$ cat src/hw/rtl/hbpt_pkg.sv
// Shared types, constants and helpers of the histogram beam prune threshold unit.
`timescale 1ns / 1ps
`default_nettype none
package hbpt_pkg;

    // Field widths.
    localparam int REQ_W      = 2;
    localparam int SCORE_W    = 32;
    localparam int CNT_W      = 24;
    localparam int BW_W       = 31;
    localparam int SCALE_W    = 32;
    localparam int CFG_IDX_W  = 3;
    localparam int CFG_DATA_W = 32;
    localparam int OPND_W     = 33;
    localparam int PROD_W     = 66;

    // Default histogram depth.
    localparam int NUM_BINS_DEF = 1024;

    // Score limits and the saturated bin count.
    localparam logic signed [SCORE_W-1:0] SCORE_MAX = 32'sh7FFF_FFFF;
    localparam logic signed [SCORE_W-1:0] SCORE_MIN = 32'sh8000_0000;
    localparam logic [CNT_W-1:0]          CNT_MAX   = 24'hFF_FFFF;

    // Register reset values.
    localparam logic signed [SCORE_W-1:0] FLOOR_RST   = -32'sd1024000;
    localparam logic signed [SCORE_W-1:0] CEILING_RST = 32'sd0;
    localparam logic [BW_W-1:0]           BIN_W_RST   = 31'd1024;
    localparam logic [SCALE_W-1:0]        SCALE_RST   = 32'd65536;
    localparam logic [CNT_W-1:0]          LIMIT_RST   = 24'd1000;
    localparam logic [BW_W-1:0]           BEAM_RST    = 31'd0;

    // Request codes.
    typedef enum logic [REQ_W-1:0] {
        REQ_ADD   = 2'd0,
        REQ_QUERY = 2'd1,
        REQ_CLEAR = 2'd2
    } t_req;

    // Configuration register indexes.
    typedef enum logic [CFG_IDX_W-1:0] {
        CFG_SCORE_FLOOR   = 3'd0,
        CFG_SCORE_CEILING = 3'd1,
        CFG_BIN_WIDTH     = 3'd2,
        CFG_BIN_SCALE     = 3'd3,
        CFG_COUNT_LIMIT   = 3'd4,
        CFG_BEAM_WIDTH    = 3'd5
    } t_cfg_idx;

    // Sequencer states.
    typedef enum logic [3:0] {
        ST_CLEAR,
        ST_IDLE,
        ST_DECODE,
        ST_ADD_BIN,
        ST_ADD_RD,
        ST_Q_SMIN,
        ST_Q_EMAX,
        ST_Q_WALK,
        ST_Q_THR,
        ST_RESP
    } t_state;

    // Operations of the shared multiply unit.
    typedef enum logic {
        MUL_BIN,
        MUL_THR
    } t_mul_op;

    // Configuration register set.
    typedef struct packed {
        logic signed [SCORE_W-1:0] score_floor;
        logic signed [SCORE_W-1:0] score_ceiling;
        logic [BW_W-1:0]           bin_step;
        logic [SCALE_W-1:0]        bin_scale;
        logic [CNT_W-1:0]          count_limit;
        logic [BW_W-1:0]           beam_width;
    } t_cfg;

    // Command to the shared multiply unit.
    typedef struct packed {
        logic                      valid;
        t_mul_op                   op;
        logic signed [OPND_W-1:0]  a;
        logic signed [OPND_W-1:0]  b;
        logic signed [SCORE_W-1:0] offset;
    } t_mul_cmd;

    // Saturate a wide signed value to the score range.
    function automatic logic signed [SCORE_W-1:0] sat_score(input logic signed [PROD_W-1:0] v);
        logic signed [PROD_W-1:0] hi;
        logic signed [PROD_W-1:0] lo;
        hi = {{(PROD_W-SCORE_W){1'b0}}, SCORE_MAX};
        lo = {{(PROD_W-SCORE_W){1'b1}}, SCORE_MIN};
        if (v > hi) begin
            return SCORE_MAX;
        end else if (v < lo) begin
            return SCORE_MIN;
        end else begin
            return v[SCORE_W-1:0];
        end
    endfunction

endpackage
`default_nettype wire

$ cat src/hw/rtl/hbpt_mul_unit.sv
// Shared two-stage multiply unit: bin index of a score offset, or a bin edge score.
`timescale 1ns / 1ps
`default_nettype none
module hbpt_mul_unit import hbpt_pkg::*; #(
    parameter int NUM_BINS = NUM_BINS_DEF
) (
    input  wire logic                        i_clk,
    input  wire logic                        i_rst_n,
    input  wire t_mul_cmd                    i_cmd,
    output logic                             o_valid,
    output logic [$clog2(NUM_BINS)-1:0]      o_bin,
    output logic signed [SCORE_W-1:0]        o_thr
);

    localparam int BIN_W = $clog2(NUM_BINS);
    localparam int Q_W   = PROD_W - 26;
    localparam logic [Q_W-1:0] MAX_BIN = Q_W'(NUM_BINS - 1);

    logic                      r_v1;
    t_mul_op                   r_op1;
    logic signed [SCORE_W-1:0] r_off1;
    logic signed [PROD_W-1:0]  r_prod;

    logic [Q_W-1:0]            q_round;
    logic signed [PROD_W-1:0]  thr_sum;

    // Valid flags of both stages.
    always_ff @(posedge i_clk) begin
        if (!i_rst_n) begin
            r_v1    <= 1'b0;
            o_valid <= 1'b0;
        end else begin
            r_v1    <= i_cmd.valid;
            o_valid <= r_v1;
        end
    end

    // Stage one: the product.
    always_ff @(posedge i_clk) begin
        r_op1  <= i_cmd.op;
        r_off1 <= i_cmd.offset;
        r_prod <= $signed(i_cmd.a) * $signed(i_cmd.b);
    end

    // Round the Q.26 product to a bin, or add the origin to the edge offset.
    assign q_round = r_prod[PROD_W-1:26] + Q_W'(r_prod[25]);
    assign thr_sum = r_prod + $signed({{(PROD_W-SCORE_W){r_off1[SCORE_W-1]}}, r_off1});

    // Stage two: saturate and hold the result.
    always_ff @(posedge i_clk) begin
        unique case (r_op1)
            MUL_BIN: begin
                if (q_round > MAX_BIN) begin
                    o_bin <= MAX_BIN[BIN_W-1:0];
                end else begin
                    o_bin <= q_round[BIN_W-1:0];
                end
            end
            MUL_THR: begin
                o_thr <= sat_score(thr_sum);
            end
            default: begin
            end
        endcase
    end

endmodule
`default_nettype wire

$ cat config.mk
export PLATFORM = sky130hd
export DESIGN_NAME = hbpt_mul_unit
export DESIGN_NICKNAME = d
export VERILOG_FILES = /design/src/hw/rtl/hbpt_pkg.sv /design/src/hw/rtl/hbpt_mul_unit.sv
export SDC_FILE = /design/constraint.sdc
export NUM_CORES = 2
export LEC_CHECK = 0
export BUFFER_PORTS_ARGS = -buffer_cell sky130_fd_sc_hd__buf_4
export CAP_MARGIN = 20
export CORE_UTILIZATION = 30
export DETAILED_ROUTE_END_ITERATION = 8
export REMOVE_ABC_BUFFERS = 1
export SYNTH_ARGS = -nofsm -noshare
export SYNTH_HDL_FRONTEND = slang
export SYNTH_SLANG_ARGS = --single-unit
$ cat constraint.sdc
create_clock -name i_clk -period 10.8 [get_ports i_clk]
set_input_delay 0 -clock i_clk [delete_from_list [all_inputs] [get_ports i_clk]]
set_output_delay 0 -clock i_clk [all_outputs]
set_load 0.005 [all_outputs]
### After elaboration in Yosys (flattened, before gate mapping)

Index checks and enable logic that the tools add are counted.

| operators by class | value |
|---|---|
| add/subtract/negate cells | 2 |
| multiply operators | 1 |
| magnitude comparators | 3 |
| mux-type cells | 1 |

Operators by type and width:

| cell | count |
|---|---|
| adder 66 x 32 -> 66 bit | 1 |
| > comparator 66 x 32 -> 1 bit (second input constant) | 1 |
| < comparator 66 x 32 -> 1 bit (second input constant) | 1 |
| multiplier 33 x 33 -> 66 bit | 1 |
| adder 40 x 1 -> 40 bit | 1 |
| > comparator 40 x 10 -> 1 bit (second input constant) | 1 |
| two-way mux 32 bit | 1 |

| storage, ports and cells | value |
|---|---|
| bits in registers | 143 |
| output and inout bits | 43 |

### Longest topological paths before layout

| depth | value |
|---|---|
| word-level depth | 3 |
| gate-level depth with buffers | 31 |
| depth with buffers taken out | 29 |

### Least setup slack after synthesis

Ideal clock, no wire load.

| timing | value |
|---|---|
| path type | input -> register |
| from | input i_cmd[97] (netlist bit) |
| to | register r_prod[65] |
| slack | 3.272 ns |
| required time | 10.728 ns |
| cell stages on the path | 27 |
| setup time | 0.072 ns |
| arrival time | 7.456 ns |
| cell sequence | clkbuf_1 > nand2_1 > inv_1 > fa_1 > fa_1 > fa_1 > inv_1 > fa_1 > fa_1 > fa_1 > fa_1 > fa_1 > inv_1 > ha_1 > clkbuf_1 > nand3_1 > nor2_1 > a211oi_1 > o211ai_1 > a221o_1 > a31oi_1 > o21ai_0 > a21oi_1 > o21ai_0 > o2bb2ai_1 > o41ai_1 > xnor2_1 |

| on the way | value |
|---|---|
| longest elaborated chain between the ends | 1 |

RTL lines:

| item | line | source |
|---|---|---|
| from (decl) | hbpt_mul_unit.sv:9 | `input wire t_mul_cmd i_cmd,` |
| multiplier 33 x 33 -> 66 bit | hbpt_mul_unit.sv:42 | `r_prod <= $signed(i_cmd.a) * $signed(i_cmd.b);` |
| to (signal assigned) | hbpt_mul_unit.sv:42 |  |
| to (decl) | hbpt_mul_unit.sv:22 | `logic signed [PROD_W-1:0] r_prod;` |

No other way between the ends.
A chain may end at the register's enable or synchronous reset.

### Worst setup path in the final report

| timing | value |
|---|---|
| from | input i_cmd[32] (netlist bit) |
| to | register r_prod[65] |

Same word-level chain as after synthesis.

==> impl_results.md <==
- Synth Area in XOR/XNOR: 0.02648
- HP Class: input port to flip-flop
- Root buffer cell: clkbuf_16
- Mux share of post-synthesis cell area: 0.0009325
- Hpwl dp: 109,300 µm
- Clock insertion delay at the later pin of the skew report: 0.47 ns
- Final Hold Vio Count: 0
- Ports: 145
- Run status: finished, final reports clean
- Min Hold Slack: 0.07605 ns
- Post-Syn Area per Cell: 9.261 µm²
- Largest area contributor in the netlist: fa_1
- Post-synthesis async set-or-reset flop share: 0
- Area growth syn-to-layout: 8.052%
- CP arrival: 8.99 ns
- Max_slew headroom: 0.3426
- Number of flops mapped to enable cells by yosys: 42
- ANT nets after route: 0
- WS Path Type: input port to flip-flop
- CP required: 11.20 ns
- Clock sinks: 143
- Post-synthesis cell area: 46,960 µm²
- Share of post-route cells with drive strength above 1: 0.04863
- Largest net degree at the start of global routing: 36
- CTS tree: yes
- Final cycle utilization of the critical path: 0.7952
- Most numerous cell in the Yosys netlist: fa_1
- Worst-margin pin slew: 0.9771 ns
- Compound-cell area share of the yosys netlist: 0.07077
- First-pass GRT wire length: 210,500 µm
- DR vias: 33,890
- Max-cap viol count: 0
- Row cnt: 144
- Adder-Cell Fraction of Synth Area: 0.5642
- Nets: 6,578
- Gr usage total: 0.1721
- Routability congestion estimate from global placement: 0.8926
- Seq/Total Area, Yosys: 0.06991
- Die area: 158,100 µm²
- Crit path max fanout: 33
- Ranking of synthesized cells by area: fa_1 49%, inv_1 8.8%, ha_1 7.6%
- Largest family of logic cells by synthesized area: adder cells
- Top-area cell type share of the netlist area: 0.4885
- Max Root-Sink Buffers: 2
- Die Span Y: 397.6 µm
- Synth Register Bits: 143
- Initial antenna violation count: 2
- DR iter-0 viols: 2,146
- IO Port Bufs: 144
- Final setup violation count: 0
- CP Launch Type: input port
- Global route overflow: 0
- Total wire length: 132,900 µm
- RSZ-0062 raised after global routing: no
- Post-Syn Instances: 5,071
- Post-synthesis simple-gate area fraction: 0.1596
- Period minus WS final: 8.589 ns
- Setup_tns: 0 ns
- Num CTS Buffers: 17
- Clock Skew: 0.01313 ns
- DIE WIDTH: 397.6 µm
- Vias in the first global route: 36,540
- Clk slew on worst S/H paths: 0.07 ns
- Yosys warning total: 0
- Routed vias/inst: 4.770
- Post-CTS sizing: 0
- FMAX: 0.1164 GHz
- DR pass1 iterations: 5
- Core Area: 154,800 µm²
- Drt wl/cell: 18.70 µm
- DRC violations left: 0
- Most frequent cells after synthesis: 1,146 x fa_1, 1,101 x inv_1, 647 x nand2_1
- H-tree Lvls: 4
- CP endpoint kind: flip-flop
- Slew Viols, Final: 0
- Count of different cell masters after synthesis: 86
- Starting density of the core: 0.3034
- Post-synth top flop: dfxtp_1
## worst max-delay path, stage by stage
cell and delay [ns]:
dlygate4sd3_1 0.53, buf_4 0.34, nand2_1 0.16, inv_1 0.16, fa_1 0.51, fa_1 0.57
fa_1 0.87, inv_1 0.22, fa_1 0.49, fa_1 0.52, fa_1 0.58, fa_1 0.44
fa_1 0.50, inv_1 0.05, ha_1 0.38, nand3_1 0.18, nor2_1 0.06, a211oi_1 0.28
o211ai_1 0.17, a221o_1 0.35, a31oi_1 0.27, o21ai_0 0.15, a21oi_1 0.26, o21ai_0 0.23
o2bb2ai_1 0.21, o41ai_1 0.32, xnor2_1 0.16
## logic make-up (layout without fill, tap and decap cells)
family / count (synthesis) / count (layout)
xor gates and xnor gates: 142 / 142
and+or+nand+nor: 1506 / 1506
adders and majority gates: 1430 / 1430
DFF: 143 / 143
muxes: 4 / 4
other: 0 / 1
AOI/OAI and AO/OA: 510 / 510
buffers and inverters: 1336 / 1324
## state kept, by name, indices dropped and copies added (netlist names)
name	count
o_bin	10
o_thr	32
o_valid	1
r_off1	32
r_op1	1
r_prod	66
r_v1	1
## path summary, 6_finish.rpt
path	startpoint	to	slack, ns	depth (start not counted)
setup reg to reg	r_off1[31]	o_thr[1]	5.33	15
setup / recovery	i_cmd[32]	r_prod[65]	2.21	27
hold reg to reg	r_v1	o_valid	0.43	1
hold / removal	i_cmd[65]	r_prod[0]	0.08	2
## placed cells by master (no fill, tap or decap), drive strengths merged, types with 10 or more instances in the layout
cell type,n
fa,1146
inv,1111
nand2,647
and2,537
ha,284
a21oi,164
buf,154
o21ai,126
nor2,122
dfxtp,101
xnor2,91
a21o,53
xor2,51
edfxtp,42
nand3,41
nand4,38
dlygate4sd3,36
o21bai,27
nor3,23
nand2b,21
clkbuf,19
o211ai,18
a211oi,17
and3,15
o21a,14
nor4,12
a31oi,11
and4,11
o31ai,10
## final cells by class
type                    count  area [µm²]
well taps                2044        2557
repair buffers            190        1521
flip-flops and latches    143        3283
clock inverters            13       155.1
multi-input cells        3592       38620
diodes                      1       2.502
inverters                1102        4136
fillers                 15950      104000
clock buffers              19       464.2
## timing repair
item                                   in CTS  in global routing
hold buffers                               36                  0
setup buffers                               0                  0
endpoints found under the hold margin      36                  0
## routing by layer
| metal | vias up | GRT usage | routed length (µm) |
|---|---|---|---|
| met5 | - | 0 | 9 |
| met4 | 2 | 0.07184 | 6276 |
| met3 | 221 | 0.01510 | 4671 |
| met2 | 832 | 0.3031 | 67950 |
| met1 | 17670 | 0.2153 | 53970 |
| li1 | 15160 | - | - |
## stage by stage
stage / cells / instance area, µm² / utilization / setup slack [ns]
global route: 7103 / 50740 / 0.3278 / 1.671
finish: 7104 / 50740 / 0.3279 / 2.211
detailed placement: 7034 / 49740 / 0.3214 / 2.335
floorplan: 4837 / 46020 / - / 3.577
global placement: 7033 / 49740 / 0.3214 / 2.085
CTS: 7102 / 50720 / 0.3277 / 2.241
Power is not shown: default switching activity piles up to over one toggle a cycle in this logic, so the estimate is an artifact.
