[src/hw/rtl/hbpt_pkg.sv]
// Shared types, constants and helpers of the histogram beam prune threshold unit.
`timescale 1ns / 1ps
`default_nettype none
package hbpt_pkg;

    // Field widths.
    localparam int REQ_W      = 2;
    localparam int SCORE_W    = 32;
    localparam int CNT_W      = 24;
    localparam int BW_W       = 31;
    localparam int SCALE_W    = 32;
    localparam int CFG_IDX_W  = 3;
    localparam int CFG_DATA_W = 32;
    localparam int OPND_W     = 33;
    localparam int PROD_W     = 66;

    // Default histogram depth.
    localparam int NUM_BINS_DEF = 1024;

    // Score limits and the saturated bin count.
    localparam logic signed [SCORE_W-1:0] SCORE_MAX = 32'sh7FFF_FFFF;
    localparam logic signed [SCORE_W-1:0] SCORE_MIN = 32'sh8000_0000;
    localparam logic [CNT_W-1:0]          CNT_MAX   = 24'hFF_FFFF;

    // Register reset values.
    localparam logic signed [SCORE_W-1:0] FLOOR_RST   = -32'sd1024000;
    localparam logic signed [SCORE_W-1:0] CEILING_RST = 32'sd0;
    localparam logic [BW_W-1:0]           BIN_W_RST   = 31'd1024;
    localparam logic [SCALE_W-1:0]        SCALE_RST   = 32'd65536;
    localparam logic [CNT_W-1:0]          LIMIT_RST   = 24'd1000;
    localparam logic [BW_W-1:0]           BEAM_RST    = 31'd0;

    // Request codes.
    typedef enum logic [REQ_W-1:0] {
        REQ_ADD   = 2'd0,
        REQ_QUERY = 2'd1,
        REQ_CLEAR = 2'd2
    } t_req;

    // Configuration register indexes.
    typedef enum logic [CFG_IDX_W-1:0] {
        CFG_SCORE_FLOOR   = 3'd0,
        CFG_SCORE_CEILING = 3'd1,
        CFG_BIN_WIDTH     = 3'd2,
        CFG_BIN_SCALE     = 3'd3,
        CFG_COUNT_LIMIT   = 3'd4,
        CFG_BEAM_WIDTH    = 3'd5
    } t_cfg_idx;

    // Sequencer states.
    typedef enum logic [3:0] {
        ST_CLEAR,
        ST_IDLE,
        ST_DECODE,
        ST_ADD_BIN,
        ST_ADD_RD,
        ST_Q_SMIN,
        ST_Q_EMAX,
        ST_Q_WALK,
        ST_Q_THR,
        ST_RESP
    } t_state;

    // Operations of the shared multiply unit.
    typedef enum logic {
        MUL_BIN,
        MUL_THR
    } t_mul_op;

    // Configuration register set.
    typedef struct packed {
        logic signed [SCORE_W-1:0] score_floor;
        logic signed [SCORE_W-1:0] score_ceiling;
        logic [BW_W-1:0]           bin_step;
        logic [SCALE_W-1:0]        bin_scale;
        logic [CNT_W-1:0]          count_limit;
        logic [BW_W-1:0]           beam_width;
    } t_cfg;

    // Command to the shared multiply unit.
    typedef struct packed {
        logic                      valid;
        t_mul_op                   op;
        logic signed [OPND_W-1:0]  a;
        logic signed [OPND_W-1:0]  b;
        logic signed [SCORE_W-1:0] offset;
    } t_mul_cmd;

    // Saturate a wide signed value to the score range.
    function automatic logic signed [SCORE_W-1:0] sat_score(input logic signed [PROD_W-1:0] v);
        logic signed [PROD_W-1:0] hi;
        logic signed [PROD_W-1:0] lo;
        hi = {{(PROD_W-SCORE_W){1'b0}}, SCORE_MAX};
        lo = {{(PROD_W-SCORE_W){1'b1}}, SCORE_MIN};
        if (v > hi) begin
            return SCORE_MAX;
        end else if (v < lo) begin
            return SCORE_MIN;
        end else begin
            return v[SCORE_W-1:0];
        end
    endfunction

endpackage
`default_nettype wire

[src/hw/rtl/hbpt_in_if.sv]
// Request channel interface: request type, score and query count.
`timescale 1ns / 1ps
`default_nettype none
interface hbpt_in_if import hbpt_pkg::*; ();
    logic               valid;
    logic               ready;
    logic [REQ_W-1:0]   req_type;
    logic [SCORE_W-1:0] score;
    logic [CNT_W-1:0]   query_count;

    modport source (output valid, output req_type, output score, output query_count,
                    input ready);
    modport sink (input valid, input req_type, input score, input query_count,
                  output ready);
endinterface
`default_nettype wire

[src/hw/rtl/hbpt_out_if.sv]
// Result channel interface: threshold, prune flag and stored count.
`timescale 1ns / 1ps
`default_nettype none
interface hbpt_out_if import hbpt_pkg::*; ();
    logic               valid;
    logic               ready;
    logic [SCORE_W-1:0] threshold;
    logic               want_prune;
    logic [CNT_W-1:0]   stored_count;

    modport source (output valid, output threshold, output want_prune, output stored_count,
                    input ready);
    modport sink (input valid, input threshold, input want_prune, input stored_count,
                  output ready);
endinterface
`default_nettype wire

[src/hw/rtl/hbpt_seq.sv]
// Request sequencer: decodes requests, drives the multiply unit and the bin memory.
`timescale 1ns / 1ps
`default_nettype none
module hbpt_seq import hbpt_pkg::*; #(
    parameter int NUM_BINS = NUM_BINS_DEF
) (
    input  wire logic                        i_clk,
    input  wire logic                        i_rst_n,
    hbpt_in_if.sink                          i_req,
    hbpt_out_if.source                       o_res,
    input  wire t_cfg                        i_cfg,
    output t_mul_cmd                         o_mul,
    input  wire logic                        i_mul_valid,
    input  wire logic [$clog2(NUM_BINS)-1:0] i_mul_bin,
    input  wire logic signed [SCORE_W-1:0]   i_mul_thr,
    output logic                             o_mem_we,
    output logic [$clog2(NUM_BINS)-1:0]      o_mem_waddr,
    output logic [CNT_W-1:0]                 o_mem_wdata,
    output logic [$clog2(NUM_BINS)-1:0]      o_mem_raddr,
    input  wire logic [CNT_W-1:0]            i_mem_rdata
);

    localparam int BIN_W = $clog2(NUM_BINS);
    localparam logic [BIN_W-1:0] LAST_BIN = BIN_W'(NUM_BINS - 1);

    t_state r_state;
    t_state n_state;

    logic [REQ_W-1:0]          r_req;
    logic signed [SCORE_W-1:0] r_score;
    logic [CNT_W-1:0]          r_want;
    logic signed [SCORE_W-1:0] r_min;
    logic signed [SCORE_W-1:0] r_max;
    logic [CNT_W-1:0]          r_total;
    logic [BIN_W-1:0]          r_bin;
    logic [BIN_W-1:0]          r_sbin;
    logic [CNT_W:0]            r_acc;
    logic signed [SCORE_W-1:0] r_thr;
    logic [BIN_W-1:0]          r_clr_addr;
    logic                      r_clr_resp;
    logic                      r_out_valid;
    logic [SCORE_W-1:0]        r_out_thr;
    logic                      r_out_want;
    logic [CNT_W-1:0]          r_out_cnt;

    logic                      in_fire;
    logic                      out_free;
    logic                      in_range;
    logic signed [SCORE_W:0]   beam_s;
    logic signed [SCORE_W:0]   spread;
    logic signed [SCORE_W:0]   beam_diff;
    logic                      beam_on;
    logic                      beam_cut;
    logic                      no_walk;
    logic [CNT_W:0]            acc_n;
    logic                      walk_done;
    logic                      want_prune;
    logic [SCORE_W-1:0]        d_score;
    logic [SCORE_W-1:0]        d_min;
    logic [SCORE_W-1:0]        d_max;
    logic signed [BIN_W:0]     edge_k;
    logic                      clr_last;

    // Handshakes.
    assign in_fire  = i_req.valid && i_req.ready;
    assign out_free = !r_out_valid || o_res.ready;

    // Range, beam and walk decisions on the held state.
    assign in_range  = ($signed(r_score) >= $signed(i_cfg.score_floor)) &&
                       ($signed(r_score) <= $signed(i_cfg.score_ceiling));
    assign beam_s    = $signed({2'b00, i_cfg.beam_width});
    assign spread    = $signed({r_max[SCORE_W-1], r_max}) - $signed({r_min[SCORE_W-1], r_min});
    assign beam_diff = $signed({r_max[SCORE_W-1], r_max}) - beam_s;
    assign beam_on   = i_cfg.beam_width != '0;
    assign beam_cut  = beam_on && (spread > beam_s);
    assign no_walk   = (r_total <= r_want) ||
                       ($signed(r_min) < $signed(i_cfg.score_floor)) ||
                       ($signed(r_max) > $signed(i_cfg.score_ceiling));
    assign want_prune = (r_total > i_cfg.count_limit) || (beam_on && (spread <= beam_s));

    // Offsets from the histogram origin; they stay below 2^32 where used.
    assign d_score = r_score - i_cfg.score_floor;
    assign d_min   = r_min - i_cfg.score_floor;
    assign d_max   = r_max - i_cfg.score_floor;

    // Walk accumulation; the threshold is the lower edge of the bin below.
    assign acc_n     = r_acc + {1'b0, i_mem_rdata};
    assign walk_done = (acc_n >= {1'b0, r_want}) || (r_bin == r_sbin);
    assign edge_k    = $signed({1'b0, r_bin}) - $signed((BIN_W+1)'(1));
    assign clr_last  = r_clr_addr == LAST_BIN;

    // State register.
    always_ff @(posedge i_clk) begin
        if (!i_rst_n) begin
            r_state <= ST_CLEAR;
        end else begin
            r_state <= n_state;
        end
    end

    // Next state.
    always_comb begin
        n_state = r_state;
        unique case (r_state)
            ST_CLEAR: begin
                if (clr_last) begin
                    n_state = r_clr_resp ? ST_RESP : ST_IDLE;
                end
            end
            ST_IDLE: begin
                if (in_fire) begin
                    n_state = ST_DECODE;
                end
            end
            ST_DECODE: begin
                priority if (r_req == REQ_ADD) begin
                    n_state = in_range ? ST_ADD_BIN : ST_RESP;
                end else if (r_req == REQ_QUERY) begin
                    n_state = (beam_cut || no_walk) ? ST_RESP : ST_Q_SMIN;
                end else if (r_req == REQ_CLEAR) begin
                    n_state = ST_CLEAR;
                end else begin
                    n_state = ST_RESP;
                end
            end
            ST_ADD_BIN: begin
                if (i_mul_valid) begin
                    n_state = ST_ADD_RD;
                end
            end
            ST_ADD_RD: begin
                n_state = ST_RESP;
            end
            ST_Q_SMIN: begin
                if (i_mul_valid) begin
                    n_state = ST_Q_EMAX;
                end
            end
            ST_Q_EMAX: begin
                if (i_mul_valid) begin
                    n_state = ST_Q_WALK;
                end
            end
            ST_Q_WALK: begin
                if (walk_done) begin
                    n_state = ST_Q_THR;
                end
            end
            ST_Q_THR: begin
                if (i_mul_valid) begin
                    n_state = ST_RESP;
                end
            end
            ST_RESP: begin
                if (out_free) begin
                    n_state = ST_IDLE;
                end
            end
            default: begin
                n_state = ST_IDLE;
            end
        endcase
    end

    // Outputs: request ready, multiply commands and memory ports.
    always_comb begin
        i_req.ready  = 1'b0;
        o_mul        = '0;
        o_mul.op     = MUL_BIN;
        o_mem_we     = 1'b0;
        o_mem_waddr  = r_bin;
        o_mem_wdata  = '0;
        o_mem_raddr  = r_bin;
        unique case (r_state)
            ST_CLEAR: begin
                o_mem_we    = 1'b1;
                o_mem_waddr = r_clr_addr;
            end
            ST_IDLE: begin
                i_req.ready = 1'b1;
            end
            ST_DECODE: begin
                if (r_req == REQ_ADD && in_range) begin
                    o_mul.valid = 1'b1;
                    o_mul.a     = $signed({1'b0, d_score});
                    o_mul.b     = $signed({1'b0, i_cfg.bin_scale});
                end else if (r_req == REQ_QUERY && !beam_cut && !no_walk) begin
                    o_mul.valid = 1'b1;
                    o_mul.a     = $signed({1'b0, d_min});
                    o_mul.b     = $signed({1'b0, i_cfg.bin_scale});
                end
            end
            ST_ADD_BIN: begin
                o_mem_raddr = i_mul_bin;
            end
            ST_ADD_RD: begin
                o_mem_we    = 1'b1;
                o_mem_wdata = (i_mem_rdata == CNT_MAX) ? i_mem_rdata : i_mem_rdata + 1'b1;
            end
            ST_Q_SMIN: begin
                if (i_mul_valid) begin
                    o_mul.valid = 1'b1;
                    o_mul.a     = $signed({1'b0, d_max});
                    o_mul.b     = $signed({1'b0, i_cfg.bin_scale});
                end
            end
            ST_Q_EMAX: begin
                o_mem_raddr = i_mul_bin;
            end
            ST_Q_WALK: begin
                o_mem_raddr = r_bin - 1'b1;
                if (walk_done) begin
                    o_mul.valid  = 1'b1;
                    o_mul.op     = MUL_THR;
                    o_mul.a      = $signed({{(OPND_W-BIN_W-1){edge_k[BIN_W]}}, edge_k});
                    o_mul.b      = $signed({2'b00, i_cfg.bin_step});
                    o_mul.offset = i_cfg.score_floor;
                end
            end
            ST_Q_THR: begin
            end
            ST_RESP: begin
            end
            default: begin
            end
        endcase
    end

    // Request state, histogram summary and walk registers.
    always_ff @(posedge i_clk) begin
        if (!i_rst_n) begin
            r_min      <= SCORE_MAX;
            r_max      <= SCORE_MIN;
            r_total    <= '0;
            r_clr_addr <= '0;
            r_clr_resp <= 1'b0;
        end else begin
            unique case (r_state)
                ST_IDLE: begin
                    if (in_fire) begin
                        r_req   <= i_req.req_type;
                        r_score <= i_req.score;
                        r_want  <= i_req.query_count;
                        r_thr   <= '0;
                    end
                end
                ST_DECODE: begin
                    if (r_req == REQ_ADD && in_range) begin
                        if ($signed(r_score) < $signed(r_min)) begin
                            r_min <= r_score;
                        end
                        if ($signed(r_score) > $signed(r_max)) begin
                            r_max <= r_score;
                        end
                        if (r_total != CNT_MAX) begin
                            r_total <= r_total + 1'b1;
                        end
                    end else if (r_req == REQ_QUERY) begin
                        if (beam_cut) begin
                            r_thr <= sat_score($signed({{(PROD_W-SCORE_W-1){beam_diff[SCORE_W]}},
                                                        beam_diff}));
                        end else if (no_walk) begin
                            r_thr <= i_cfg.score_floor;
                        end
                    end else if (r_req == REQ_CLEAR) begin
                        r_min      <= SCORE_MAX;
                        r_max      <= SCORE_MIN;
                        r_total    <= '0;
                        r_clr_addr <= '0;
                        r_clr_resp <= 1'b1;
                    end
                end
                ST_ADD_BIN: begin
                    if (i_mul_valid) begin
                        r_bin <= i_mul_bin;
                    end
                end
                ST_Q_SMIN: begin
                    if (i_mul_valid) begin
                        r_sbin <= i_mul_bin;
                    end
                end
                ST_Q_EMAX: begin
                    if (i_mul_valid) begin
                        r_bin <= i_mul_bin;
                        r_acc <= '0;
                    end
                end
                ST_Q_WALK: begin
                    r_acc <= acc_n;
                    if (!walk_done) begin
                        r_bin <= r_bin - 1'b1;
                    end
                end
                ST_Q_THR: begin
                    if (i_mul_valid) begin
                        r_thr <= i_mul_thr;
                    end
                end
                ST_CLEAR: begin
                    if (clr_last) begin
                        r_clr_addr <= '0;
                        r_clr_resp <= 1'b0;
                    end else begin
                        r_clr_addr <= r_clr_addr + 1'b1;
                    end
                end
                default: begin
                end
            endcase
        end
    end

    // Output register: holds a result beat until the sink takes it.
    always_ff @(posedge i_clk) begin
        if (!i_rst_n) begin
            r_out_valid <= 1'b0;
        end else if (r_state == ST_RESP && out_free) begin
            r_out_valid <= 1'b1;
        end else if (o_res.ready) begin
            r_out_valid <= 1'b0;
        end
    end

    always_ff @(posedge i_clk) begin
        if (r_state == ST_RESP && out_free) begin
            r_out_thr  <= r_thr;
            r_out_want <= want_prune;
            r_out_cnt  <= r_total;
        end
    end

    assign o_res.valid        = r_out_valid;
    assign o_res.threshold    = r_out_thr;
    assign o_res.want_prune   = r_out_want;
    assign o_res.stored_count = r_out_cnt;

    // A multiply result only arrives while the sequencer waits for one.
    a_mul_expected: assert property (@(posedge i_clk) disable iff (!i_rst_n)
        i_mul_valid |-> (r_state == ST_ADD_BIN || r_state == ST_Q_SMIN ||
                         r_state == ST_Q_EMAX || r_state == ST_Q_THR))
        else $error("multiply result arrived in an unexpected state");

    // The walk never passes below the bin of the smallest score.
    a_walk_floor: assert property (@(posedge i_clk) disable iff (!i_rst_n)
        (r_state == ST_Q_WALK) |-> (r_bin >= r_sbin))
        else $error("histogram walk went below the minimum bin");

    // Before each walk step the running sum is still short of the query count.
    a_walk_acc: assert property (@(posedge i_clk) disable iff (!i_rst_n)
        (r_state == ST_Q_WALK) |-> (r_acc < {1'b0, r_want} || r_acc == '0))
        else $error("walk continued after reaching the query count");

    // A walk only starts with more stored items than requested.
    a_walk_count: assert property (@(posedge i_clk) disable iff (!i_rst_n)
        (r_state == ST_Q_WALK) |-> (r_total > r_want))
        else $error("walk started without enough stored items");

    // The summary is empty while the bins are being cleared.
    a_clear_empty: assert property (@(posedge i_clk) disable iff (!i_rst_n)
        (r_state == ST_CLEAR) |-> (r_total == '0 && r_min == SCORE_MAX && r_max == SCORE_MIN))
        else $error("histogram summary not empty during clearing");

endmodule
`default_nettype wire

[src/flat_wrapper.sv]
// flat-port wrapper written by rule: the top's interface ports become plain ports
module hbpt_seq_flat import hbpt_pkg::*;
#(
    parameter int NUM_BINS = NUM_BINS_DEF
)
  (i_clk, i_rst_n, i_cfg, o_mul, i_mul_valid, i_mul_bin, i_mul_thr, o_mem_we, o_mem_waddr, o_mem_wdata, o_mem_raddr, i_mem_rdata, i_req_valid, i_req_req_type, i_req_score, i_req_query_count, i_req_ready, o_res_valid, o_res_threshold, o_res_want_prune, o_res_stored_count, o_res_ready);
  hbpt_in_if i_req_i ();
  hbpt_out_if o_res_i ();
  input  wire logic i_clk;
  input  wire logic i_rst_n;
  input  wire t_cfg i_cfg;
  output t_mul_cmd o_mul;
  input  wire logic i_mul_valid;
  input  wire logic [$clog2(NUM_BINS)-1:0] i_mul_bin;
  input  wire logic signed [SCORE_W-1:0] i_mul_thr;
  output logic o_mem_we;
  output logic [$clog2(NUM_BINS)-1:0] o_mem_waddr;
  output logic [CNT_W-1:0] o_mem_wdata;
  output logic [$clog2(NUM_BINS)-1:0] o_mem_raddr;
  input  wire logic [CNT_W-1:0] i_mem_rdata;
  input wire logic [$bits(i_req_i.valid)-1:0] i_req_valid;
  input wire logic [$bits(i_req_i.req_type)-1:0] i_req_req_type;
  input wire logic [$bits(i_req_i.score)-1:0] i_req_score;
  input wire logic [$bits(i_req_i.query_count)-1:0] i_req_query_count;
  output wire logic [$bits(i_req_i.ready)-1:0] i_req_ready;
  output wire logic [$bits(o_res_i.valid)-1:0] o_res_valid;
  output wire logic [$bits(o_res_i.threshold)-1:0] o_res_threshold;
  output wire logic [$bits(o_res_i.want_prune)-1:0] o_res_want_prune;
  output wire logic [$bits(o_res_i.stored_count)-1:0] o_res_stored_count;
  input wire logic [$bits(o_res_i.ready)-1:0] o_res_ready;
  assign i_req_i.valid = i_req_valid;
  assign i_req_i.req_type = i_req_req_type;
  assign i_req_i.score = i_req_score;
  assign i_req_i.query_count = i_req_query_count;
  assign i_req_ready = i_req_i.ready;
  assign o_res_valid = o_res_i.valid;
  assign o_res_threshold = o_res_i.threshold;
  assign o_res_want_prune = o_res_i.want_prune;
  assign o_res_stored_count = o_res_i.stored_count;
  assign o_res_i.ready = o_res_ready;
  hbpt_seq #(.NUM_BINS(NUM_BINS)) u_core (.i_clk(i_clk), .i_rst_n(i_rst_n), .i_req(i_req_i), .o_res(o_res_i), .i_cfg(i_cfg), .o_mul(o_mul), .i_mul_valid(i_mul_valid), .i_mul_bin(i_mul_bin), .i_mul_thr(i_mul_thr), .o_mem_we(o_mem_we), .o_mem_waddr(o_mem_waddr), .o_mem_wdata(o_mem_wdata), .o_mem_raddr(o_mem_raddr), .i_mem_rdata(i_mem_rdata));
endmodule
[config.mk]
export PLATFORM = sky130hd
export DESIGN_NAME = hbpt_seq_flat
export DESIGN_NICKNAME = d
export VERILOG_FILES = /design/src/hw/rtl/hbpt_pkg.sv /design/src/hw/rtl/hbpt_in_if.sv /design/src/hw/rtl/hbpt_out_if.sv /design/src/hw/rtl/hbpt_seq.sv /design/src/flat_wrapper.sv
export SDC_FILE = /design/constraint.sdc
export NUM_CORES = 1
export LEC_CHECK = 0
export BUFFER_PORTS_ARGS = -buffer_cell sky130_fd_sc_hd__buf_2
export CORE_MARGIN = 5
export CORE_UTILIZATION = 53
export DETAILED_ROUTE_END_ITERATION = 10
export GPL_ROUTABILITY_DRIVEN = 0
export GPL_TIMING_DRIVEN = 0
export PLACE_DENSITY = 0.78
export SLEW_MARGIN = 10
export SYNTH_ARGS = -nofsm -noshare
export SYNTH_HDL_FRONTEND = slang
export SYNTH_SLANG_ARGS = --single-unit
export TNS_END_PERCENT = 10
[constraint.sdc]
create_clock -name i_clk -period 6.28 [get_ports i_clk]
set_input_delay 0.314 -clock i_clk [delete_from_list [all_inputs] [get_ports i_clk]]
set_output_delay 0.314 -clock i_clk [all_outputs]
set_load 0.05 [all_outputs]
# Yosys cells after proc, flatten, opt, wreduce, memory -nomap -nowiden
# Index checks and enable logic that the tools add are counted.
op_classes:
  addsub: 11
  order_cmp: 13
  eq_ne: 34
  muxes: 70
  reduce_logical: 39
op_table:
  columns: ["op", "n"]
  rows:
  - ["32-bit 2-to-1 mux", 17]
  - ["66-bit one-hot mux with 3 select lines", 1]
  - ["24-bit 2-to-1 mux", 6]
  - ["65-bit 2-to-1 mux", 2]
  - ["100-bit 2-to-1 mux", 1]
  - ["32-bit one-hot mux with 3 select lines", 1]
  - ["32-bit subtractor", 3]
  - ["10-bit 2-to-1 mux", 7]
  - ["66-bit 2-to-1 mux", 1]
  - ["32-bit by 32-bit subtractor with 33-bit output", 2]
  - ["32-bit > comparator", 2]
  - ["32-bit < comparator", 2]
  - ["10-bit one-hot mux with 2 select lines", 3]
  - ["4-bit 2-to-1 mux", 14]
  - ["25-bit one-hot mux with 2 select lines", 1]
  - ["24-bit by 1-bit adder with 24-bit output, second input constant", 2]
  - ["4-bit one-hot mux with 10 select lines", 1]
  - ["33-bit by 32-bit > comparator with 1-bit output", 1]
  - ["33-bit by 32-bit > comparator with 1-bit output, second input constant", 1]
  - ["33-bit by 32-bit less-or-equal comparator with 1-bit output", 1]
  - ["33-bit by 32-bit < comparator with 1-bit output, second input constant", 1]
  - ["32-bit greater-or-equal comparator", 1]
  - ["32-bit less-or-equal comparator", 1]
  - ["31-bit nonzero test", 1]
  - ["other kinds (37)", 94]
totals:
  reg_bits: 296
  inputBits: 311
  out_inout_bits: 204
  elab_cells: 184

# Longest topological paths before layout
# Gate-level depths: netlist of the first run.
logic_depth:
  depth_word: 9
  mapped_depth: 26
  depth_no_buf: 24

# Worst setup path before layout of the first run
# OpenSTA, ideal clock, no wires.
synth_timing:
  path_kind: "flip-flop to output port"
  startpoint: "register u_core.r_max[1]"
  endpoint: "output o_mul[35] in the netlist's numbering"
  arrival_ns: 6.150
  required_ns: 5.966
  path_slack_ns: -0.184
  stages_incl_launch_ff: 25
  path_buffers: 1
  path_cell_list: "dfxtp_1 > inv_1 > fa_1 > nor2b_1 > o211ai_1 > a211oi_1 > o31a_1 > o21ai_0 > a31oi_1 > a211oi_1 > o31a_1 > o21ai_0 > xor2_1 > ha_1 > nand2_1 > nor3_1 > a221oi_1 > nand2_1 > a22oi_1 > nor3b_1 > a2111oi_4 > nor2_2 > a31oi_4 > clkbuf_1 > o21ai_0"
synth_rtl:
  columns: ["item", "line_no", "rtl"]
  rows:
  - ["from (decl)", "hbpt_seq.sv:33", "logic signed [SCORE_W-1:0] r_max;"]
  - ["from (signal assigned)", "hbpt_seq.sv:253", "r_max <= r_score;"]
  - ["to (decl)", "flat_wrapper.sv:12", "output t_mul_cmd o_mul;"]

==> results by group, run 1 <==
Logic synthesis
  – Syn. warnings: 0
  – Synthesized cell area: roughly 29000 um^2
  – Number of library cell types mapped by synthesis: 89
  – Mapped Nets: 4133
  – Register area share after synthesis: 0.273
  – FFs w/ async S/R, synth: 0
  – Post-synthesis instance total: 3400
  – Mean Syn Cell Area: between 8 and 9 um^2
  – Number of flops mapped to enable cells by yosys: 192
  – Post-synth top flop: edfxtp_1
  – #FFs+latches synth: 296

Clock tree
  – CTS sink cnt: 296
  – Worst-path clk slew: ~60 ps
  – CTS root buf: clkbuf_16
  – Longest Clk Path Bufs: 3
  – H-tree levels: 2
  – Worst-Skew Late Latency: 600 ps
  – CTS tree: done
  – Total CTS buffers: 38

STA
  – RSZ-0062 raised after global routing: true
  – Final setup viols: 65
  – Setup WS post-layout: -514 ps
  – Clock skew: 41.7 ps
  – Worst-Margin Slew: 1150 ps
  – Max Freq: 147 MHz
  – Fin crit period: 6790 ps
  – Final hold violations: 0
  – Fin. max-slew vios: 0
  – Period utilization: 1.08
  – Max_slew headroom: 0.227

Flow run
  – Max-cap violations: 0

Placement
  – Post-DP HPWL: 86400 um
  – Post-Place Worst Slack: -1540 ps
  – # placed instances: 4620
  – Port Buf Inserts: 513

Final layout
  – Multi-input logic area: 19800 um^2
  – Fillers: about 4400
  – Non-filler cells, final: 4809
  – Reg area: 7870 um^2
  – Share of cells above drive strength 1: 0.191
  – Final nets: ~4800
  – Final core utilization: 0.664
  – Area growth syn-to-layout: 24.2%

GRT
  – Grt met1 use: 0.432
  – GR Util met3: 0.0736
  – First-pass GRT wire length: around 160000 um
  – Total track usage: 0.347
  – Total congestion overflow: 0
  – Largest net degree at the start of global routing: 43
  – Initial antenna violation count: 11
  – GRT Max-Usage Layer: met2
  – Met2 Resource Use GR: 0.557
  – Number of global-route vias before repair: approximately 28000

Setup path
  – CP peak stage delay: about 360 ps
  – CP arrival: 6480 ps
  – Setup crit end kind: output port
  – Worst-path fanout max: 6
  – Critical path required time: 5970 ps
  – Slowest-stage cell, CP: fa_2
  – Delay-heaviest family, CP: compound AO/OA/AOI/OAI gates
  – Crit start category: register
  – Buf+Inv Stages, Crit Path: 4
  – Setup CP Type: reg -> out

Status
  – Status: complete, but fails checks
  – Failing checks: setup timing

Hold path
  – Worst min path class: in -> reg

Detailed routing
  – Via/cell ratio: ~6.3
  – Antenna Nets Post-Route: 0
  – DRT iter0 DRCs: approximately 3100
  – Routed via count: 30287
  – Drt pass-1 iters: 6
  – Total Wirelength: 110000 um
  – DRC: 0
  – WL/cell: 22.9 um

Power
  – Power Density: between 100 and 150 nW/um^2
  – Maximum vdd drop: 0.190 mV
  – Lkg Pwr: 16.6 nW

Floorplan
  – Core box area: 53700 um^2
  – Initial core utilization: 0.535
  – # IOs: 515
  – Num rows: 85
  – Chip width: 243 um
  – Die Area: 58900 um^2
  – Die Y: 243 um
power breakdown:
part / switching [mW] / internal [mW]
combinational: 0.474 / 0.334
sequential: 0.00242 / 2.06
clock: 0.943 / 1.36
Yosys cell counts, types with 55 or more instances:
library cell | count | area share
clkbuf_1 | 85 | 0.011
ha_1 | 416 | 0.18
xor2_1 | 75 | 0.023
nand3_1 | 84 | 0.015
nand2_1 | 256 | 0.033
a21oi_1 | 237 | 0.041
nor2_1 | 259 | 0.034
o21ai_0 | 192 | 0.033
dfxtp_1 | 104 | 0.073
a21o_1 | 143 | 0.037
edfxtp_1 | 192 | 0.20
xnor2_1 | 114 | 0.035
nand4_1 | 77 | 0.017
a22oi_1 | 59 | 0.015
nor3_1 | 55 | 0.0096
inv_1 | 304 | 0.040
metrics by stage:
stage	cell area [um^2]	TNS, ps	hold slack, ps	power (mW)
after floorplan	28700	-5130	400	2.55
after detailed placement	32300	-144840	405	2.82
after CTS	35300	-10220	2.41	5.16
after global routing	35700	-44960	24.9	5.33
final	35700	-23020	17.1	5.17
after global placement	32100	-254860	400	2.81
tightest hold or removal path, stage by stage:
cell     delay (ps)
buf_2            70
nand2_1          40
o21ai_0          60
layout make-up:
cell class                      count  area share
Buffer                            111      0.0157
Clock inverter                     19     0.00744
Sequential cell                   296       0.221
Multi-Input combinational cell   2687       0.555
Clock buffer                       50      0.0294
Tap cell                          696      0.0244
Inverter                          306      0.0323
Antenna cell                        8    0.000561
Timing Repair Buffer              636       0.115
path summary, 6_finish.rpt:
path / to / cells after the start / start / slack, ps
hold reg to reg: u_core.o_res.threshold[30] / 0 / u_core.r_thr[30] / 420
setup / recovery: o_mul[80] / 26 / u_core.r_max[0] / -510
hold / removal: u_core.r_thr[19] / 3 / i_mul_thr[19] / 20
setup reg to reg: u_core.r_thr[7] / 26 / u_core.r_max[0] / 20
state kept, by name (all words and copies together), names as in the netlist, 10 cells and up:
register,cells
u_core.r_want,24
u_core.o_res.stored_count,24
u_core.r_max,32
u_core.r_sbin,10
u_core.r_thr,32
u_core.o_res.threshold,32
u_core.r_score,32
u_core.r_acc,25
u_core.r_min,32
u_core.r_bin,10
u_core.r_total,24
u_core.r_clr_addr,10
layout by cell type, fill, tap and decap left out, types with 31 or more instances in the layout:
| cell type | count |
|---|---|
| nand2b_1 | 34 |
| o31ai_1 | 33 |
| o22a_1 | 34 |
| a21o_1 | 143 |
| nand2_1 | 253 |
| dlygate4sd3_1 | 77 |
| dfxtp_1 | 93 |
| xnor2_1 | 114 |
| buf_4 | 61 |
| a211oi_1 | 36 |
| buf_2 | 456 |
| a31oi_1 | 31 |
| mux2i_1 | 45 |
| o211ai_1 | 35 |
| a22oi_1 | 58 |
| buf_6 | 47 |
| clkbuf_1 | 88 |
| nand4_1 | 77 |
| nor2b_1 | 41 |
| a21oi_1 | 234 |
| o21a_1 | 43 |
| nand3_1 | 82 |
| and2_1 | 34 |
| edfxtp_1 | 192 |
| inv_1 | 302 |
| xor2_1 | 75 |
| nor2_1 | 258 |
| o21ai_0 | 158 |
| clkbuf_16 | 42 |
| nor3_1 | 52 |
| ha_1 | 413 |
timing repair:
item                                    in CTS  in global routing
gates cloned                                 2                  0
pin swaps                                   24                 23
endpoints found under the setup margin     165                138
buffers inserted                            29                 11
gates resized for setup                    206                102
hold buffers                                77                  0
endpoints found under the hold margin       77                  0
kinds of logic after synthesis:
logic type	Yosys count	synth area share
AOI/OAI and AO/OA	1035	0.240
DFF	296	0.273
muxes	54	0.0192
adders and majority gates	422	0.185
and+or+nand+nor	986	0.168
buffers and inverters	417	0.0563
other	1	0.000131
xor gates and xnor gates	189	0.0577
layer usage:
| metal | up-vias | wire [um] |
|---|---|---|
| li1 | 13978 | - |
| met1 | 14030 | 41100 |
| met2 | 1850 | 48700 |
| met3 | 427 | 12300 |
| met4 | 2 | 8050 |
| met5 | - | 13 |
(Power assumes the default switching activity.)
==> run 2, diff against run 1 <==
--- a/config.mk
+++ b/config.mk
@@ -12,6 +12,7 @@
 export GPL_ROUTABILITY_DRIVEN = 0
 export GPL_TIMING_DRIVEN = 0
 export PLACE_DENSITY = 0.78
+export REMOVE_ABC_BUFFERS = 1
 export SLEW_MARGIN = 10
 export SYNTH_ARGS = -nofsm -noshare
 export SYNTH_HDL_FRONTEND = slang
==> results by group, run 2 (synthesized netlist as in run 1, its figures left out) <==
Placement
  – Post-DP HPWL: between 80000 and 90000 um
  – Port Buf Inserts: between 500 and 600
  – Placed cell areas: between 30000 and 40000 um^2
  – Post-Place Worst Slack: -1980 ps

Status
  – Failing checks: setup timing
  – Status: complete, but fails checks

STA
  – Clock skew: 24.4 ps
  – Max_slew headroom: 0.205
  – Max Freq: 146 MHz
  – Hold WS: 23.6 ps
  – RSZ-0062 raised after global routing: true
  – Final setup viols: 65
  – Final setup TNS: -30140 ps
  – Fin crit period: 6850 ps
  – Setup WS post-layout: -574 ps
  – Worst-Margin Slew: between 1000 and 1500 ps
  – Fin. max-slew vios: 0
  – Period utilization: 1.09
  – Final hold violations: 0

Detailed routing
  – DRC: 0
  – Drt pass-1 iters: 6
  – Total Wirelength: 106000 um
  – WL/cell: 22.4 um
  – Via/cell ratio: approximately 6.3
  – Routed via count: about 30000
  – Antenna Nets Post-Route: 0
  – DRT iter0 DRCs: about 2800

Power
  – Comb power frac: 0.155
  – Lkg Pwr: ~17 nW
  – Cell internal pwr: 3.75 mW
  – P_sw: 1.41 mW
  – Tot Pwr: 5.16 mW
  – Maximum vdd drop: 0.193 mV
  – Power Density: 145 nW/um^2
  – Share of total power in the clock network: 0.446
  – Reg power frac: 0.399
  – Switching power share of the total: 0.274

GRT
  – Total track usage: 0.335
  – Total congestion overflow: 0
  – Largest net degree at the start of global routing: 47
  – Initial antenna violation count: 7
  – Number of global-route vias before repair: about 28000
  – First-pass GRT wire length: 158000 um

Final layout
  – Share of cells above drive strength 1: 0.195
  – Area growth syn-to-layout: 24.2%
  – Most frequent cells in the layout: buf_2, ha_1, inv_1, nor2_1, nand2_1
  – Final design area excluding fillers: 35700 um^2
  – Leading cell type in the layout, fill and taps excluded: buf_2
  – Multi-input logic area: 20000 um^2
  – Final nets: 4709
  – Reg area: 7870 um^2
  – Fillers: 4360

Floorplan
  – Chip width: 243 um
  – Die Area: 58900 um^2
  – Die Y: approximately 240 um
  – Initial core utilization: 0.535
  – # IOs: 515
  – Num rows: 85
  – Core box area: 53700 um^2

Setup path
  – Reg2Reg Setup Slack: 30 ps
  – Reg2reg start: u_core.r_max[20]
  – Worst Setup EP: o_mul[77]
  – CP startpoint: u_core.r_max[20]
  – Buf+Inv Stages, Crit Path: 6
  – Crit start category: register
  – Setup crit end kind: output port
  – CP arrival: 6540 ps
  – Worst-path fanout max: 10
  – Delay-heaviest family, CP: compound AO/OA/AOI/OAI gates
  – Levels on crit path: 25
  – Slowest-stage cell, CP: dfxtp_1
  – CP peak stage delay: approximately 600 ps
  – Setup CP Type: reg -> out
  – Worst Reg-to-Reg Cells: 24
  – Critical path required time: 5970 ps
  – Worst R2R End: u_core.r_thr[22]

Clock tree
  – CTS tree: done
  – Longest Clk Path Bufs: 3
  – H-tree levels: 2
  – Worst-path clk slew: 60 ps
  – Worst-Skew Late Latency: 580 ps
  – CTS sink cnt: 296
  – CTS root buf: clkbuf_16
  – Total CTS buffers: 36

Flow run
  – Max-cap violations: 0

Hold path
  – Worst min path class: in -> reg
-- run 2: cell types whose count changed in the layout (fill, tap and decap cells not counted), moves of 8 or more --
cell,previous run,this run
buf_2,456,444
buf_16,1,9
buf_4,61,48
clkbuf_4,10,2
o21ai_1,22,33
buf_6,47,63
dlygate4sd3_1,77,69
o21ai_2,28,12
o221ai_1,12,4
clkbuf_1,88,8
-- run 2: how the worst min path moves through the flow --
stage / slack (ps) / end / depth (start not counted) / from
global route: 30 / u_core.r_thr[25] / 3 / i_mul_thr[25]
floorplan: 400 / u_core.o_res.threshold[0] / 0 / u_core.r_thr[0]
finish: 20 / u_core.r_thr[27] / 3 / i_mul_thr[27]
CTS: 4 / u_core.r_thr[27] / 3 / i_mul_thr[27]
global placement: 400 / u_core.o_res.threshold[27] / 0 / u_core.r_thr[27]
detailed placement: 400 / u_core.o_res.threshold[13] / 0 / u_core.r_thr[13]
-- run 2: worst reg2reg max path, cell delays in order, from the launching register on --
cell	delay (ps)
dfxtp_1	590
ha_1	390
nand3_1	170
or3_1	460
a211oi_2	390
o21ai_2	150
o21ai_1	270
a21o_1	200
a21oi_2	70
xnor2_1	150
ha_1	320
nand2_2	70
buf_4	140
nor4_4	270
a21boi_2	240
a22oi_2	130
o2111a_2	230
a2111oi_4	320
buf_4	210
nor2_4	50
buf_4	160
buf_4	130
a21boi_0	230
o211a_4	390
buf_16	230
-- run 2: per-stage QoR --
step,util,std cells
5_1_grt,0.664,4702
6_report,0.664,4703
3_5_place_dp,0.600,4531
2_1_floorplan,-,3289
4_1_cts,0.658,4692
3_3_place_gp,0.590,4498
-- run 2: cell type report --
type                       count  area share
inverter                     306      0.0325
multi-input combinational   2687       0.561
sequential                   296       0.221
clock buffer                  49      0.0287
timing repair buffer         649       0.126
tap                          696      0.0244
clock inverter                15     0.00660
antenna                        5    0.000351
-- run 2: per-layer routing --
| metal | wire length (um) | vias to the layer above | track usage |
|---|---|---|---|
| met1 | 40800 | 13977 | 0.418 |
| met5 | 13 | - | 0 |
| met3 | 9340 | 383 | 0.0568 |
| met4 | 7580 | 2 | 0.203 |
| li1 | - | 13761 | - |
| met2 | 47800 | 1563 | 0.545 |
-- run 2: power groups by stage --
stage	sequential (mW)	clock, mW	combinational [mW]
final	2.06	2.30	0.801
after global routing	2.06	2.39	0.872
after CTS	2.06	2.31	0.773
after detailed placement	2.10	0	0.716
after global placement	2.10	0	0.698
after floorplan	2.10	0	0.444
-- run 2: repair_timing --
action                     4_1_cts  5_1_grt
pin swaps                       46       14
gates resized for setup        244       60
hold endpoints to repair        69        0
buffers inserted                41        6
hold buffers                    69        0
setup endpoints to repair      176      162
gates cloned                     2        0
